===== config.mk =====
export PLATFORM = sky130hd
export DESIGN_NAME = finite_automaton_pattern_matcher
export DESIGN_NICKNAME = d
export VERILOG_FILES = /design/src/design/fapm_pkg.sv /design/src/design/finite_automaton_pattern_matcher.sv /design/src/design/fapm_ram.sv /design/src/design/fapm_front.sv /design/src/design/fapm_back.sv
export SDC_FILE = /design/constraint.sdc
export NUM_CORES = 2
export LEC_CHECK = 0
export ABC_AREA = 1
export BUFFER_PORTS_ARGS = -buffer_cell sky130_fd_sc_hd__clkbuf_2
export CORE_ASPECT_RATIO = 1.2
export CORE_MARGIN = 4
export CORE_UTILIZATION = 60
export DETAILED_ROUTE_END_ITERATION = 10
export HOLD_SLACK_MARGIN = 0.03
export PLACE_DENSITY = 0.78
export RECOVER_POWER = 50
export SKIP_LAST_GASP = 1
export SYNTH_ARGS = -nofsm -noshare
export SYNTH_HDL_FRONTEND = slang
export SYNTH_SLANG_ARGS = --single-unit

===== constraint.sdc =====
create_clock -name clk_i -period 6.38 [get_ports clk_i]
set_clock_uncertainty 0.15 [all_clocks]
set_input_delay 0.319 -clock clk_i [delete_from_list [all_inputs] [get_ports clk_i]]
set_output_delay 0.319 -clock clk_i [all_outputs]
set_load 0.01 [all_outputs]

===== src/design/fapm_pkg.sv =====
`timescale 1ns / 1ps

package fapm_pkg;

  localparam int MAX_PATTERN = 64;
  localparam int PAT_AW      = $clog2(MAX_PATTERN);
  localparam int STATE_W     = $clog2(MAX_PATTERN + 1);
  localparam int FAIL_DEPTH  = MAX_PATTERN + 1;
  localparam int LEN_W       = 7;
  localparam int REQ_W       = 2;
  localparam int IDX_W       = 6;
  localparam int BYTE_W      = 8;
  localparam int WORD_W      = 32;
  localparam int Q_DEPTH     = 2;
  localparam int Q_AW        = $clog2(Q_DEPTH);
  localparam int Q_CW        = $clog2(Q_DEPTH + 1);

  localparam logic [REQ_W-1:0] REQ_LOAD    = 2'd0;
  localparam logic [REQ_W-1:0] REQ_TEXT    = 2'd1;
  localparam logic [REQ_W-1:0] REQ_RESTART = 2'd2;

  typedef enum logic [1:0] {
    KIND_LOAD,
    KIND_TEXT,
    KIND_RESTART,
    KIND_NOP
  } kind_e;

  typedef enum logic [1:0] {
    ST_IDLE,
    ST_RB_INIT,
    ST_RB_FETCH,
    ST_WALK
  } st_e;

  typedef struct packed {
    kind_e             kind;
    logic [IDX_W-1:0]  idx;
    logic [BYTE_W-1:0] data;
  } item_t;

endpackage


===== src/design/finite_automaton_pattern_matcher.sv =====
`timescale 1ns / 1ps

// Exact byte-pattern search over a text stream, one result item per input item.
// The search is run as a prefix automaton: a failure-link table built from the
// stored pattern replaces the full transition table, so each text byte follows
// failure links one at a time (at most the current match depth), paced by the
// single read port of the pattern and link memories. Load, restart and unused
// request items are answered straight from the idle state. The first text byte
// after reset, a pattern load or a length write first rebuilds the link table,
// fetching each pattern byte and following links (the link steps of the
// rebuild are bounded by the length). A two-entry input queue lets the stream
// keep moving while the back end works; results wait in an output register.
module finite_automaton_pattern_matcher import fapm_pkg::*; (
  input  logic              clk_i,
  input  logic              rst_ni,
  input  logic              cfg_we_i,
  input  logic [LEN_W-1:0]  cfg_wdata_i,     // pattern_length
  input  logic              s_axis_tvalid,
  output logic              s_axis_tready,
  input  logic [15:0]       s_axis_tdata,    // [5:0] pattern_index, [13:6] data_byte
  input  logic [REQ_W-1:0]  s_axis_tuser,    // [1:0] req_type
  output logic              m_axis_tvalid,
  input  logic              m_axis_tready,
  output logic [63:0]       m_axis_tdata,    // [31:0] match_start, [63:32] match_count
  output logic              m_axis_tuser     // [0] match_found
);

  logic              item_valid;
  item_t             item;
  logic              item_pop;
  logic [WORD_W-1:0] match_start;
  logic [WORD_W-1:0] match_count;

  fapm_front u_front (
    .clk_i           (clk_i),
    .rst_ni          (rst_ni),
    .in_valid_i      (s_axis_tvalid),
    .in_ready_o      (s_axis_tready),
    .req_type_i      (s_axis_tuser),
    .pattern_index_i (s_axis_tdata[IDX_W-1:0]),
    .data_byte_i     (s_axis_tdata[IDX_W+BYTE_W-1:IDX_W]),
    .item_valid_o    (item_valid),
    .item_o          (item),
    .item_pop_i      (item_pop)
  );

  fapm_back u_back (
    .clk_i         (clk_i),
    .rst_ni        (rst_ni),
    .cfg_we_i      (cfg_we_i),
    .cfg_wdata_i   (cfg_wdata_i),
    .item_valid_i  (item_valid),
    .item_i        (item),
    .item_pop_o    (item_pop),
    .out_valid_o   (m_axis_tvalid),
    .out_ready_i   (m_axis_tready),
    .match_found_o (m_axis_tuser),
    .match_start_o (match_start),
    .match_count_o (match_count)
  );

  assign m_axis_tdata = {match_count, match_start};

endmodule


===== src/design/fapm_ram.sv =====
`timescale 1ns / 1ps

module fapm_ram #(
  parameter int WIDTH = 8,
  parameter int DEPTH = 64,
  parameter int AW    = $clog2(DEPTH)
) (
  input  logic             clk_i,
  input  logic             we_i,
  input  logic [AW-1:0]    waddr_i,
  input  logic [WIDTH-1:0] wdata_i,
  input  logic [AW-1:0]    raddr_i,
  output logic [WIDTH-1:0] rdata_o
);

  logic [WIDTH-1:0] mem_q [DEPTH];
  logic [WIDTH-1:0] rdata_q;

  always_ff @(posedge clk_i) begin
    if (we_i) begin
      mem_q[waddr_i] <= wdata_i;
    end
    rdata_q <= mem_q[raddr_i];
  end

  assign rdata_o = rdata_q;

endmodule


===== src/design/fapm_front.sv =====
`timescale 1ns / 1ps

module fapm_front import fapm_pkg::*; (
  input  logic              clk_i,
  input  logic              rst_ni,
  input  logic              in_valid_i,
  output logic              in_ready_o,
  input  logic [REQ_W-1:0]  req_type_i,
  input  logic [IDX_W-1:0]  pattern_index_i,
  input  logic [BYTE_W-1:0] data_byte_i,
  output logic              item_valid_o,
  output item_t             item_o,
  input  logic              item_pop_i
);

  item_t           buf_q [Q_DEPTH];
  logic [Q_AW-1:0] wr_ptr_q, wr_ptr_d;
  logic [Q_AW-1:0] rd_ptr_q, rd_ptr_d;
  logic [Q_CW-1:0] cnt_q, cnt_d;
  item_t           new_item;
  logic            push;
  logic            pop;

  always_comb begin
    case (req_type_i)
      REQ_LOAD:    new_item.kind = KIND_LOAD;
      REQ_TEXT:    new_item.kind = KIND_TEXT;
      REQ_RESTART: new_item.kind = KIND_RESTART;
      default:     new_item.kind = KIND_NOP;
    endcase
    new_item.idx  = pattern_index_i;
    new_item.data = data_byte_i;
  end

  assign in_ready_o   = (cnt_q != Q_CW'(Q_DEPTH));
  assign push         = in_valid_i && in_ready_o;
  assign item_valid_o = (cnt_q != '0);
  assign pop          = item_pop_i && item_valid_o;
  assign item_o       = buf_q[rd_ptr_q];

  always_comb begin
    wr_ptr_d = wr_ptr_q;
    rd_ptr_d = rd_ptr_q;
    cnt_d    = cnt_q;
    if (push) begin
      wr_ptr_d = (wr_ptr_q == Q_AW'(Q_DEPTH - 1)) ? '0 : wr_ptr_q + 1'b1;
    end
    if (pop) begin
      rd_ptr_d = (rd_ptr_q == Q_AW'(Q_DEPTH - 1)) ? '0 : rd_ptr_q + 1'b1;
    end
    case ({push, pop})
      2'b10:   cnt_d = cnt_q + 1'b1;
      2'b01:   cnt_d = cnt_q - 1'b1;
      default: cnt_d = cnt_q;
    endcase
  end

  always_ff @(posedge clk_i or negedge rst_ni) begin
    if (!rst_ni) begin
      wr_ptr_q <= '0;
      rd_ptr_q <= '0;
      cnt_q    <= '0;
    end else begin
      wr_ptr_q <= wr_ptr_d;
      rd_ptr_q <= rd_ptr_d;
      cnt_q    <= cnt_d;
    end
  end

  always_ff @(posedge clk_i) begin
    if (push) begin
      buf_q[wr_ptr_q] <= new_item;
    end
  end

endmodule


===== src/design/fapm_back.sv =====
`timescale 1ns / 1ps

module fapm_back import fapm_pkg::*; (
  input  logic              clk_i,
  input  logic              rst_ni,
  input  logic              cfg_we_i,
  input  logic [LEN_W-1:0]  cfg_wdata_i,
  input  logic              item_valid_i,
  input  item_t             item_i,
  output logic              item_pop_o,
  output logic              out_valid_o,
  input  logic              out_ready_i,
  output logic              match_found_o,
  output logic [WORD_W-1:0] match_start_o,
  output logic [WORD_W-1:0] match_count_o
);

  st_e                state_q, state_d;
  logic               rb_q, rb_d;         // walk belongs to the failure-table rebuild
  logic               dirty_q, dirty_d;   // failure table stale
  logic [LEN_W-1:0]   len_q, len_d;
  logic [STATE_W-1:0] mstate_q, mstate_d;
  logic [WORD_W-1:0]  pos_q, pos_d;
  logic [WORD_W-1:0]  cnt_q, cnt_d;
  logic               out_valid_q, out_valid_d;

  logic [STATE_W-1:0] k_q, k_d;
  logic [STATE_W-1:0] q_q, q_d;
  logic [BYTE_W-1:0]  c_q, c_d;
  logic [BYTE_W-1:0]  byte_q, byte_d;
  logic               out_found_q, out_found_d;
  logic [WORD_W-1:0]  out_start_q, out_start_d;
  logic [WORD_W-1:0]  out_count_q, out_count_d;

  logic [STATE_W-1:0] m;
  logic [STATE_W-1:0] rd_addr;
  logic               p_we;
  logic [BYTE_W-1:0]  p_rdata;
  logic               pi_we;
  logic [STATE_W-1:0] pi_waddr;
  logic [STATE_W-1:0] pi_wdata;
  logic [STATE_W-1:0] pi_rdata;
  logic               slot_free;
  logic               hit;
  logic [STATE_W-1:0] res;
  logic [WORD_W-1:0]  cnt_inc;

  always_comb begin
    if (len_q == '0) begin
      m = STATE_W'(1);
    end else if (len_q > LEN_W'(MAX_PATTERN)) begin
      m = STATE_W'(MAX_PATTERN);
    end else begin
      m = STATE_W'(len_q);
    end
  end

  fapm_ram #(
    .WIDTH (BYTE_W),
    .DEPTH (MAX_PATTERN)
  ) u_pat_ram (
    .clk_i   (clk_i),
    .we_i    (p_we),
    .waddr_i (item_i.idx[PAT_AW-1:0]),
    .wdata_i (item_i.data),
    .raddr_i (rd_addr[PAT_AW-1:0]),
    .rdata_o (p_rdata)
  );

  // failure links, entry q is the longest proper border of the first q bytes
  fapm_ram #(
    .WIDTH (STATE_W),
    .DEPTH (FAIL_DEPTH)
  ) u_fail_ram (
    .clk_i   (clk_i),
    .we_i    (pi_we),
    .waddr_i (pi_waddr),
    .wdata_i (pi_wdata),
    .raddr_i (rd_addr),
    .rdata_o (pi_rdata)
  );

  assign slot_free = !out_valid_q || out_ready_i;
  assign hit       = (k_q < m) && (p_rdata == c_q);
  assign res       = hit ? k_q + 1'b1 : '0;
  assign cnt_inc   = (cnt_q == '1) ? cnt_q : cnt_q + 1'b1;

  always_comb begin
    state_d     = state_q;
    rb_d        = rb_q;
    dirty_d     = dirty_q;
    len_d       = len_q;
    mstate_d    = mstate_q;
    pos_d       = pos_q;
    cnt_d       = cnt_q;
    out_valid_d = out_valid_q && !out_ready_i;
    k_d         = k_q;
    q_d         = q_q;
    c_d         = c_q;
    byte_d      = byte_q;
    out_found_d = out_found_q;
    out_start_d = out_start_q;
    out_count_d = out_count_q;
    rd_addr     = k_q;
    p_we        = 1'b0;
    pi_we       = 1'b0;
    pi_waddr    = q_q;
    pi_wdata    = res;
    item_pop_o  = 1'b0;

    case (state_q)
      ST_IDLE: begin
        if (item_valid_i && slot_free) begin
          item_pop_o = 1'b1;
          case (item_i.kind)
            KIND_LOAD: begin
              p_we        = (STATE_W'(item_i.idx) < STATE_W'(MAX_PATTERN));
              mstate_d    = '0;
              dirty_d     = 1'b1;
              out_valid_d = 1'b1;
              out_found_d = 1'b0;
              out_start_d = '0;
              out_count_d = cnt_q;
            end
            KIND_TEXT: begin
              byte_d = item_i.data;
              if (dirty_q) begin
                state_d = ST_RB_INIT;
              end else begin
                k_d     = mstate_q;
                c_d     = item_i.data;
                rb_d    = 1'b0;
                rd_addr = mstate_q;
                state_d = ST_WALK;
              end
            end
            KIND_RESTART: begin
              mstate_d    = '0;
              pos_d       = '0;
              cnt_d       = '0;
              out_valid_d = 1'b1;
              out_found_d = 1'b0;
              out_start_d = '0;
              out_count_d = '0;
            end
            default: begin
              out_valid_d = 1'b1;
              out_found_d = 1'b0;
              out_start_d = '0;
              out_count_d = cnt_q;
            end
          endcase
        end
      end

      ST_RB_INIT: begin
        pi_we    = 1'b1;
        pi_waddr = STATE_W'(1);
        pi_wdata = '0;
        k_d      = '0;
        q_d      = STATE_W'(2);
        if (m == STATE_W'(1)) begin
          dirty_d = 1'b0;
          k_d     = mstate_q;
          c_d     = byte_q;
          rb_d    = 1'b0;
          rd_addr = mstate_q;
          state_d = ST_WALK;
        end else begin
          rb_d    = 1'b1;
          rd_addr = STATE_W'(1);
          state_d = ST_RB_FETCH;
        end
      end

      ST_RB_FETCH: begin
        c_d     = p_rdata;
        rd_addr = k_q;
        state_d = ST_WALK;
      end

      ST_WALK: begin
        if (hit || (k_q == '0)) begin
          if (rb_q) begin
            pi_we = 1'b1;
            k_d   = res;
            if (q_q == m) begin
              // table complete; the match state is zero after any rebuild cause
              dirty_d = 1'b0;
              k_d     = mstate_q;
              c_d     = byte_q;
              rb_d    = 1'b0;
              rd_addr = mstate_q;
            end else begin
              q_d     = q_q + 1'b1;
              rd_addr = q_q;
              state_d = ST_RB_FETCH;
            end
          end else begin
            mstate_d    = res;
            pos_d       = pos_q + 1'b1;
            out_valid_d = 1'b1;
            if (res == m) begin
              cnt_d       = cnt_inc;
              out_found_d = 1'b1;
              out_start_d = pos_q - WORD_W'(m) + 1'b1;
              out_count_d = cnt_inc;
            end else begin
              out_found_d = 1'b0;
              out_start_d = '0;
              out_count_d = cnt_q;
            end
            state_d = ST_IDLE;
          end
        end else begin
          // mismatch: follow the failure link
          k_d     = pi_rdata;
          rd_addr = pi_rdata;
        end
      end

      default: begin
        state_d = ST_IDLE;
      end
    endcase

    if (cfg_we_i) begin
      len_d    = cfg_wdata_i;
      mstate_d = '0;
      dirty_d  = 1'b1;
    end
  end

  always_ff @(posedge clk_i or negedge rst_ni) begin
    if (!rst_ni) begin
      state_q     <= ST_IDLE;
      rb_q        <= 1'b0;
      dirty_q     <= 1'b1;
      len_q       <= LEN_W'(1);
      mstate_q    <= '0;
      pos_q       <= '0;
      cnt_q       <= '0;
      out_valid_q <= 1'b0;
    end else begin
      state_q     <= state_d;
      rb_q        <= rb_d;
      dirty_q     <= dirty_d;
      len_q       <= len_d;
      mstate_q    <= mstate_d;
      pos_q       <= pos_d;
      cnt_q       <= cnt_d;
      out_valid_q <= out_valid_d;
    end
  end

  always_ff @(posedge clk_i) begin
    k_q         <= k_d;
    q_q         <= q_d;
    c_q         <= c_d;
    byte_q      <= byte_d;
    out_found_q <= out_found_d;
    out_start_q <= out_start_d;
    out_count_q <= out_count_d;
  end

  assign out_valid_o   = out_valid_q;
  assign match_found_o = out_found_q;
  assign match_start_o = out_start_q;
  assign match_count_o = out_count_q;

endmodule


**Yosys cells after proc, flatten, opt, wreduce, memory -nomap -nowiden**

Memories as Yosys holds them, arrays and structs flattened. A register that Yosys moved wholly into a read port is not among the register bits.
Index checks and enable logic that the tools add are counted.
W data, S select, Z words.

- Input port bits: 30
- Bits in registers: 182
- Memory bits (writable): 999
- Word-level logic and storage cells: 209
- Memories: 3

- Eq/ne operators: 36
- Reductions and logical operators: 32
- Muxes and demuxes: 108
- Add/sub/neg operators: 10
- Order comparisons: 2

Memories:

| memory | words | width | read ports | clocked after Yosys merged registers in | wr ports | line | source |
|---|---|---|---|---|---|---|---|
| u_back.u_pat_ram.mem_q | 64 | 8 | 1 | 1 | 1 | fapm_ram.sv:16 | `logic [WIDTH-1:0] mem_q [DEPTH];` |
| u_back.u_fail_ram.mem_q | 65 | 7 | 1 | 1 | 1 | fapm_ram.sv:16 |  |
| u_front.buf_q | 2 | 16 | 1 | 0 | 1 | fapm_front.sv:16 | `item_t buf_q [Q_DEPTH];` |

Operator list:

| operator | count |
|---|---|
| $mux W32 | 14 |
| $pmux W32 S2 | 5 |
| $mux W7 | 24 |
| $add A32 B1 Y32 const B | 3 |
| $mux W8 | 7 |
| $mux W1 | 39 |
| $eq A32 B32 Y1 const B | 1 |
| $pmux W8 S4 | 1 |
| $sub A32 B7 Y32 | 1 |
| $pmux W7 S2 | 2 |
| $pmux W7 S4 | 1 |
| $pmux W7 S3 | 1 |
| $reduce_and A5 Y1 | 4 |
| $ne A3 B2 Y1 const B | 6 |
| $add A7 B1 Y7 const B | 2 |
| $eq A7 B7 Y1 | 2 |
| $logic_not A7 Y1 | 2 |
| $ne A2 B2 Y1 const B | 7 |
| $reduce_and A7 Y1 | 2 |
| $mux W2 | 6 |
| $ne A3 B3 Y1 const B | 4 |
| $eq A2 B2 Y1 const B | 5 |
| $ne A2 B1 Y1 const B | 5 |
| $eq A2 B1 Y1 const B | 4 |
| 23 further kinds | 40 |

**Depth between registers and ports, before layout**

- Word-level depth: 11
- Gate-level depth with buffers: 27
- Depth with buffers taken out: 24

**Hierarchy**

Synthesis repeated with hierarchy kept, for this count alone.

- Cell total of the unflattened synthesis: 5,238
- Area, all modules: 54,681.2 sq um

Modules (own cells, without submodules):

| module | sequential area each (sq um) | cells an instance | times used | area each (sq um) |
|---|---|---|---|---|
| fapm_ram at u_back.u_pat_ram | 15,534.9 | 1,805 | 1 | 21,339.2 |
| fapm_ram at u_back.u_fail_ram | 13,803.2 | 1,613 | 1 | 18,875.6 |
| fapm_back | 4,932.2 | 1,705 | 1 | 13,036.3 |
| fapm_front | 1,061.0 | 115 | 1 | 1,430.1 |

**Worst setup path before layout**

No wires, ideal clock.

- Kind: register -> register
- Start point: register u_back.len_q[6]
- End point: register u_back.out_count_q[0], in the netlist u_back.match_count_o[0] (enable)
- Period minus slack after synthesis: 5.784 ns
- Slack: 0.596 ns
- Arrival time: 5.125 ns
- Path buffers: 1
- Required time: 5.721 ns
- Setup time: 0.509 ns
- Stages on the path, launching flop included: 15
- Path through: dfrtp_1 -> inv_2 -> buf_6 -> nand2_2 -> ha_1 -> nor3b_1 -> nor2_1 -> nand2_1 -> nor2_1 -> a21boi_2 -> nand2_1 -> nand2_1 -> inv_2 -> nand3_4 -> a21oi_1

- Word-level cells in the longest chain between the ends: 8
- Elaborated cells between the ends (all ways): 9
- Those cells by class: 2 x order compare; 1 x eq/ne; 2 x mux; 4 x reduce/logical

Ends and longest elaborated chain:

| item | line | source |
|---|---|---|
| start: declaration | fapm_back.sv:21 | `logic [LEN_W-1:0] len_q, len_d;` |
| start signal: assignment | fapm_back.sv:248 | `len_q <= len_d;` |
| $gt A7 B7 Y1 | fapm_back.sv:51 | `end else if (len_q > LEN_W'(MAX_PATTERN)) begin` |
| $mux W7 | fapm_back.sv:51 |  |
| $mux W7 * | fapm_back.sv:49 | `if (len_q == '0) begin` |
| $lt A7 B7 Y1 * | fapm_back.sv:84 | `assign hit = (k_q < m) && (p_rdata == c_q);` |
| $logic_and A1 B1 Y1 * | fapm_back.sv:84 |  |
| $logic_or A1 B1 Y1 * | fapm_back.sv:183 | `if (hit \|\| (k_q == '0)) begin` |
| $ne A2 B1 Y1 (no source line) * | -- |  |
| $reduce_and A5 Y1 (no source line) * | -- |  |
| end signal: assignment | fapm_back.sv:263 | `out_count_q <= out_count_d;` |
| end: declaration | fapm_back.sv:33 | `logic [WORD_W-1:0] out_count_q, out_count_d;` |

Mark *: on every way between the ends. The rest lies on a longest branch, timed or not.
A chain may end at the register's enable or synchronous reset.

**Final worst setup path**

- Start point: register u_back.len_q[6]
- End point: register u_back.u_pat_ram.rdata_q[6], in the netlist u_back.u_pat_ram.rdata_o[6], read port of u_back.u_pat_ram.mem_q

- Word-level cells in the longest chain between the ends: 8
- Elaborated cells between the ends (all ways): 14
- Those cells by class: 2 x order compare; 2 x eq/ne; 7 x mux; 3 x reduce/logical

Ends and longest elaborated chain:

| item | line | source |
|---|---|---|
| $gt A7 B7 Y1 | fapm_back.sv:51 |  |
| $mux W7 | fapm_back.sv:51 |  |
| $mux W7 * | fapm_back.sv:49 |  |
| $lt A7 B7 Y1 or $eq A7 B7 Y1 (tied branches) | fapm_back.sv:84, fapm_back.sv:187 |  |
| $logic_and A1 B1 Y1 or $mux W7 (tied branches) | fapm_back.sv:84, fapm_back.sv:187 |  |
| $logic_or A1 B1 Y1 or $mux W7 (tied branches) | fapm_back.sv:183, fapm_back.sv:184 |  |
| $mux W7 | fapm_back.sv:183 |  |
| $pmux W7 S4 * | fapm_back.sv:111 | `case (state_q)` |
| end: declaration | fapm_ram.sv:17 | `logic [WIDTH-1:0] rdata_q;` |

Marks and branches as above.

==> impl_metrics.toml <==
[global_routing]
track_usage_pct = 29.1
grt_start_max_net_pins = 127
grt_overflow = 0
antenna_found_initial = 0
grt_pass1_vias = 38200
grt_pass1_wl_mm = 214

[clocking]
clkLatencyLatePin_ps = 730
cts_tree = "built"
clock_tree.buffer_depth = 3
clkSinkCount = 1196
cts_setup_buffers = 0
htreeDepth = 3
cts.reportedPaths.clkPinSlew_ps = 70
root_buffer = "clkbuf_16"
numCtsBuffers = 111

[floorplanning]
die_y_um = 337
rows = 120
coreArea_sq_um = 89300
die_area_sq_um = 95000
io_pins = 97
die_x_um = 282
start_util_pct = 60.5

[timing]
setup_viol_count_final = 0
slew_headroom_pct = -128
worst_pin_slew_ps = 3420
maxSlewViolCount = 673
fin_crit_ps = 5980
rsz0062_at_grt = "false"
fin_crit_sh_pct = 93.8
setup_tns_ps = 0
hold_viol = 0
max_freq_ghz = 0.167

[min_path]
min-delay-path-class = "in2reg"

[final_layout]
nFillCells = 6461
fin_cells = 6276
drive_gt1_share_pct = 6.00
diodes = 0
syn2layout_area_growth_pct = 9.32
nets = 5128

[yosys]
yosys.area.top_type_share_pct = 60.7
seq_area_frac_synth_pct = 65.3
synth-edff-count = 1094
yosysTopAreaCell = "edfxtp_1"
yosys.cell_types.count = 62
synth_seq_cells = 1196
syn_inst = 5013
synthFlopType = "edfxtp_1"
synth_area_per_cell_sq_um = 10.8
synthArstFlopShare_pct = 7.27
synth.area.top_cells = "edfxtp_1 (61%), nand3_1 (14%), nand2_1 (5.9%)"
yosysWarnings = 0
synth.net_count = 5120
syn_area_sq_um = 54100

[pwr]
internal-power_w = 0.0173
pwr-share-comb_pct = 47.2
vdd_ir_drop_max_mv = 0.685
p_leak_nw = 21.7
clkPwrFrac_pct = 20.6
switching_power_w = 0.0142
swShare_pct = 45.0
powerDensity_nw_per_um2 = 532
power_frac_seq_pct = 32.2

[critical_path]
crit_path_end_kind = "flop"
cp.required_ps = 6880
cp-start-kind = "flop"
critical_path_arrival_ps = 6480
crit_path_max_fanout = 48
crit_type = "reg2reg"

[outcome]
violations = "max-capacitance violations, max-slew violations"
status = "complete, but fails checks"

[detailed_routing]
routed_wl_mm = 140
ant_nets = 0
post_drt_wl_per_cell_um = 22.3
drtPass1Iterations = 6
first_iter_violations = 5213
num_vias = 39600
drcViolationCount = 0
vias_per_cell = 6.30

[placed_design]
gp_congestion = 0.939
port_buffers = 94
dp_cells = 6030
dp_hpwl_mm = 85.4

[run]
cap_viol_max_count = 13
[critical path, cell delays in order, from the launching register on]
cell and delay [ps]:
dfrtp_1 430, inv_2 310, nand2_2 240, ha_1 360, nand2_1 80, nor3b_1 580, nor2_1 120, nand2_1 100
nor2_1 140, a21boi_0 330, clkbuf_1 560, nand2_1 230, nand2_1 130, nand2_1 110, a21oi_4 620, buf_12 350
nand3_1 170, nand3_1 150, nand3_1 220, nand2_1 330, o21a_1 140
[worst paths after layout]
check                      cells past startpoint                                startpoint                                    to  slack (ps)
setup / recovery                              20               u_back.len_q[6]$_DFFE_PN0P_   u_back.u_pat_ram.rdata_o[6]$_DFF_P_         400
hold reg to reg                                2  u_back.u_fail_ram.mem_q[64][1]$_DFFE_PP_  u_back.u_fail_ram.rdata_o[1]$_DFF_P_         300
hold / removal                                 2                           s_axis_tdata[9]         u_front.buf_q[0][3]$_DFFE_PP_         200
max in group asynchronous                      4                                    rst_ni          u_back.pos_q[22]$_DFFE_PN0P_        2070
min in group asynchronous                      3                                    rst_ni           u_back.len_q[0]$_DFFE_PN1P_         760
setup reg to reg                              20               u_back.len_q[6]$_DFFE_PN0P_   u_back.u_pat_ram.rdata_o[6]$_DFF_P_         400
[sequential cells by signal (all words and copies together) (netlist names), 8 cells and up]
signal	flops
u_back.pos_q	32
u_back.c_q	8
u_back.u_fail_ram.mem_q	455
u_back.match_start_o	32
u_back.u_pat_ram.mem_q	512
u_back.cnt_q	32
u_front.buf_q	32
u_back.byte_q	8
u_back.match_count_o	32
u_back.u_pat_ram.rdata_o	8
[repair_timing]
action	in CTS	in global routing
resized for setup	0	0
hold buffers	37	0
hold endpoints to repair	73	0
[placed cells by master, fill, tap and decap left out, drive strengths merged, types with 9 or more instances in the layout]
cell type    netlist  layout
ha                76      76
o22ai             11      11
nand3           1509    1509
dlygate4sd3        0      36
clkbuf           111     250
nor4              17      17
xnor2              9       9
nand2            861     861
nand4             29      29
dfxtp             15      15
inv              231     234
o21ai            160     160
xor2              51      51
nor3              62      62
o21a              13      13
o211ai            20      20
buf              200      56
or2               17      17
o31ai             11      11
clkinv             2      57
nor2             281     281
a21oi             98      98
dfrtp             85      85
bufinv             0       9
edfxtp          1094    1094
[synthesized netlist by cell type (11+ instances only)]
cell type / number
o31ai_1: 11
xor2_1: 51
or2_2: 14
nand4_1: 28
nor3_1: 61
buf_2: 133
a21oi_1: 96
o21ai_0: 125
ha_1: 76
dfxtp_1: 15
nand2_2: 12
inv_2: 11
buf_4: 44
o211ai_1: 20
dfrtp_1: 85
nand3_1: 1506
inv_1: 220
nand2_1: 847
nor2_1: 272
buf_6: 14
clkbuf_1: 111
o22ai_1: 11
nor4_1: 16
o21a_1: 13
o21ai_1: 31
edfxtp_1: 1094
[routing by layer]
layer	GRT usage [%]	vias up	wire length, um
met5	0	-	0
met4	14.4	0	7160
met3	4.25	406	12800
met2	49.2	2195	69400
met1	37.0	19000	50500
li1	-	18000	-
[stage by stage]
stage                     setup slack [ps]  hold WS (ps)  utilization, %  area, sq um  total power [W]
after global placement                 924           153            62.0        55400           0.0245
after CTS                              814           160            66.4        59400           0.0312
after floorplan                        596          -127               -        54100           0.0203
after global routing                   185           211            66.2        59100           0.0331
final                                  398           198            66.2        59100           0.0315
after detailed placement               843           148            62.0        55400           0.0248
[power groups by stage]
stage               Sequential (W)  Combinational (W)  Clock [W]
floorplan                   0.0103             0.0100          0
global placement            0.0102             0.0143          0
detailed placement          0.0102             0.0146          0
CTS                         0.0101             0.0147    0.00653
global route                0.0102             0.0160    0.00686
finish                      0.0101             0.0149    0.00648
[final cells by class]
cell class / count / area (sq um) / share of cell area [%]
inverter: 233 / 875 / 1.48
sequential: 1196 / 35300 / 59.8
timing repair buffer: 206 / 1490 / 2.51
clock inverter: 73 / 649 / 1.10
tap: 1159 / 1450 / 2.45
multi-input combinational: 3273 / 16400 / 27.8
clock buffer: 136 / 2910 / 4.93
[logic make-up after synthesis]
logic type | Yosys count | synth area share (%)
AOI/OAI and AO/OA | 351 | 3.76
xor gates and xnor gates | 60 | 0.972
adders and majority gates | 77 | 1.80
buffers and inverters | 544 | 4.58
DFF | 1196 | 65.3
and+or+nand+nor | 2785 | 23.6
Note: power is estimated with default switching activity, not from simulation.
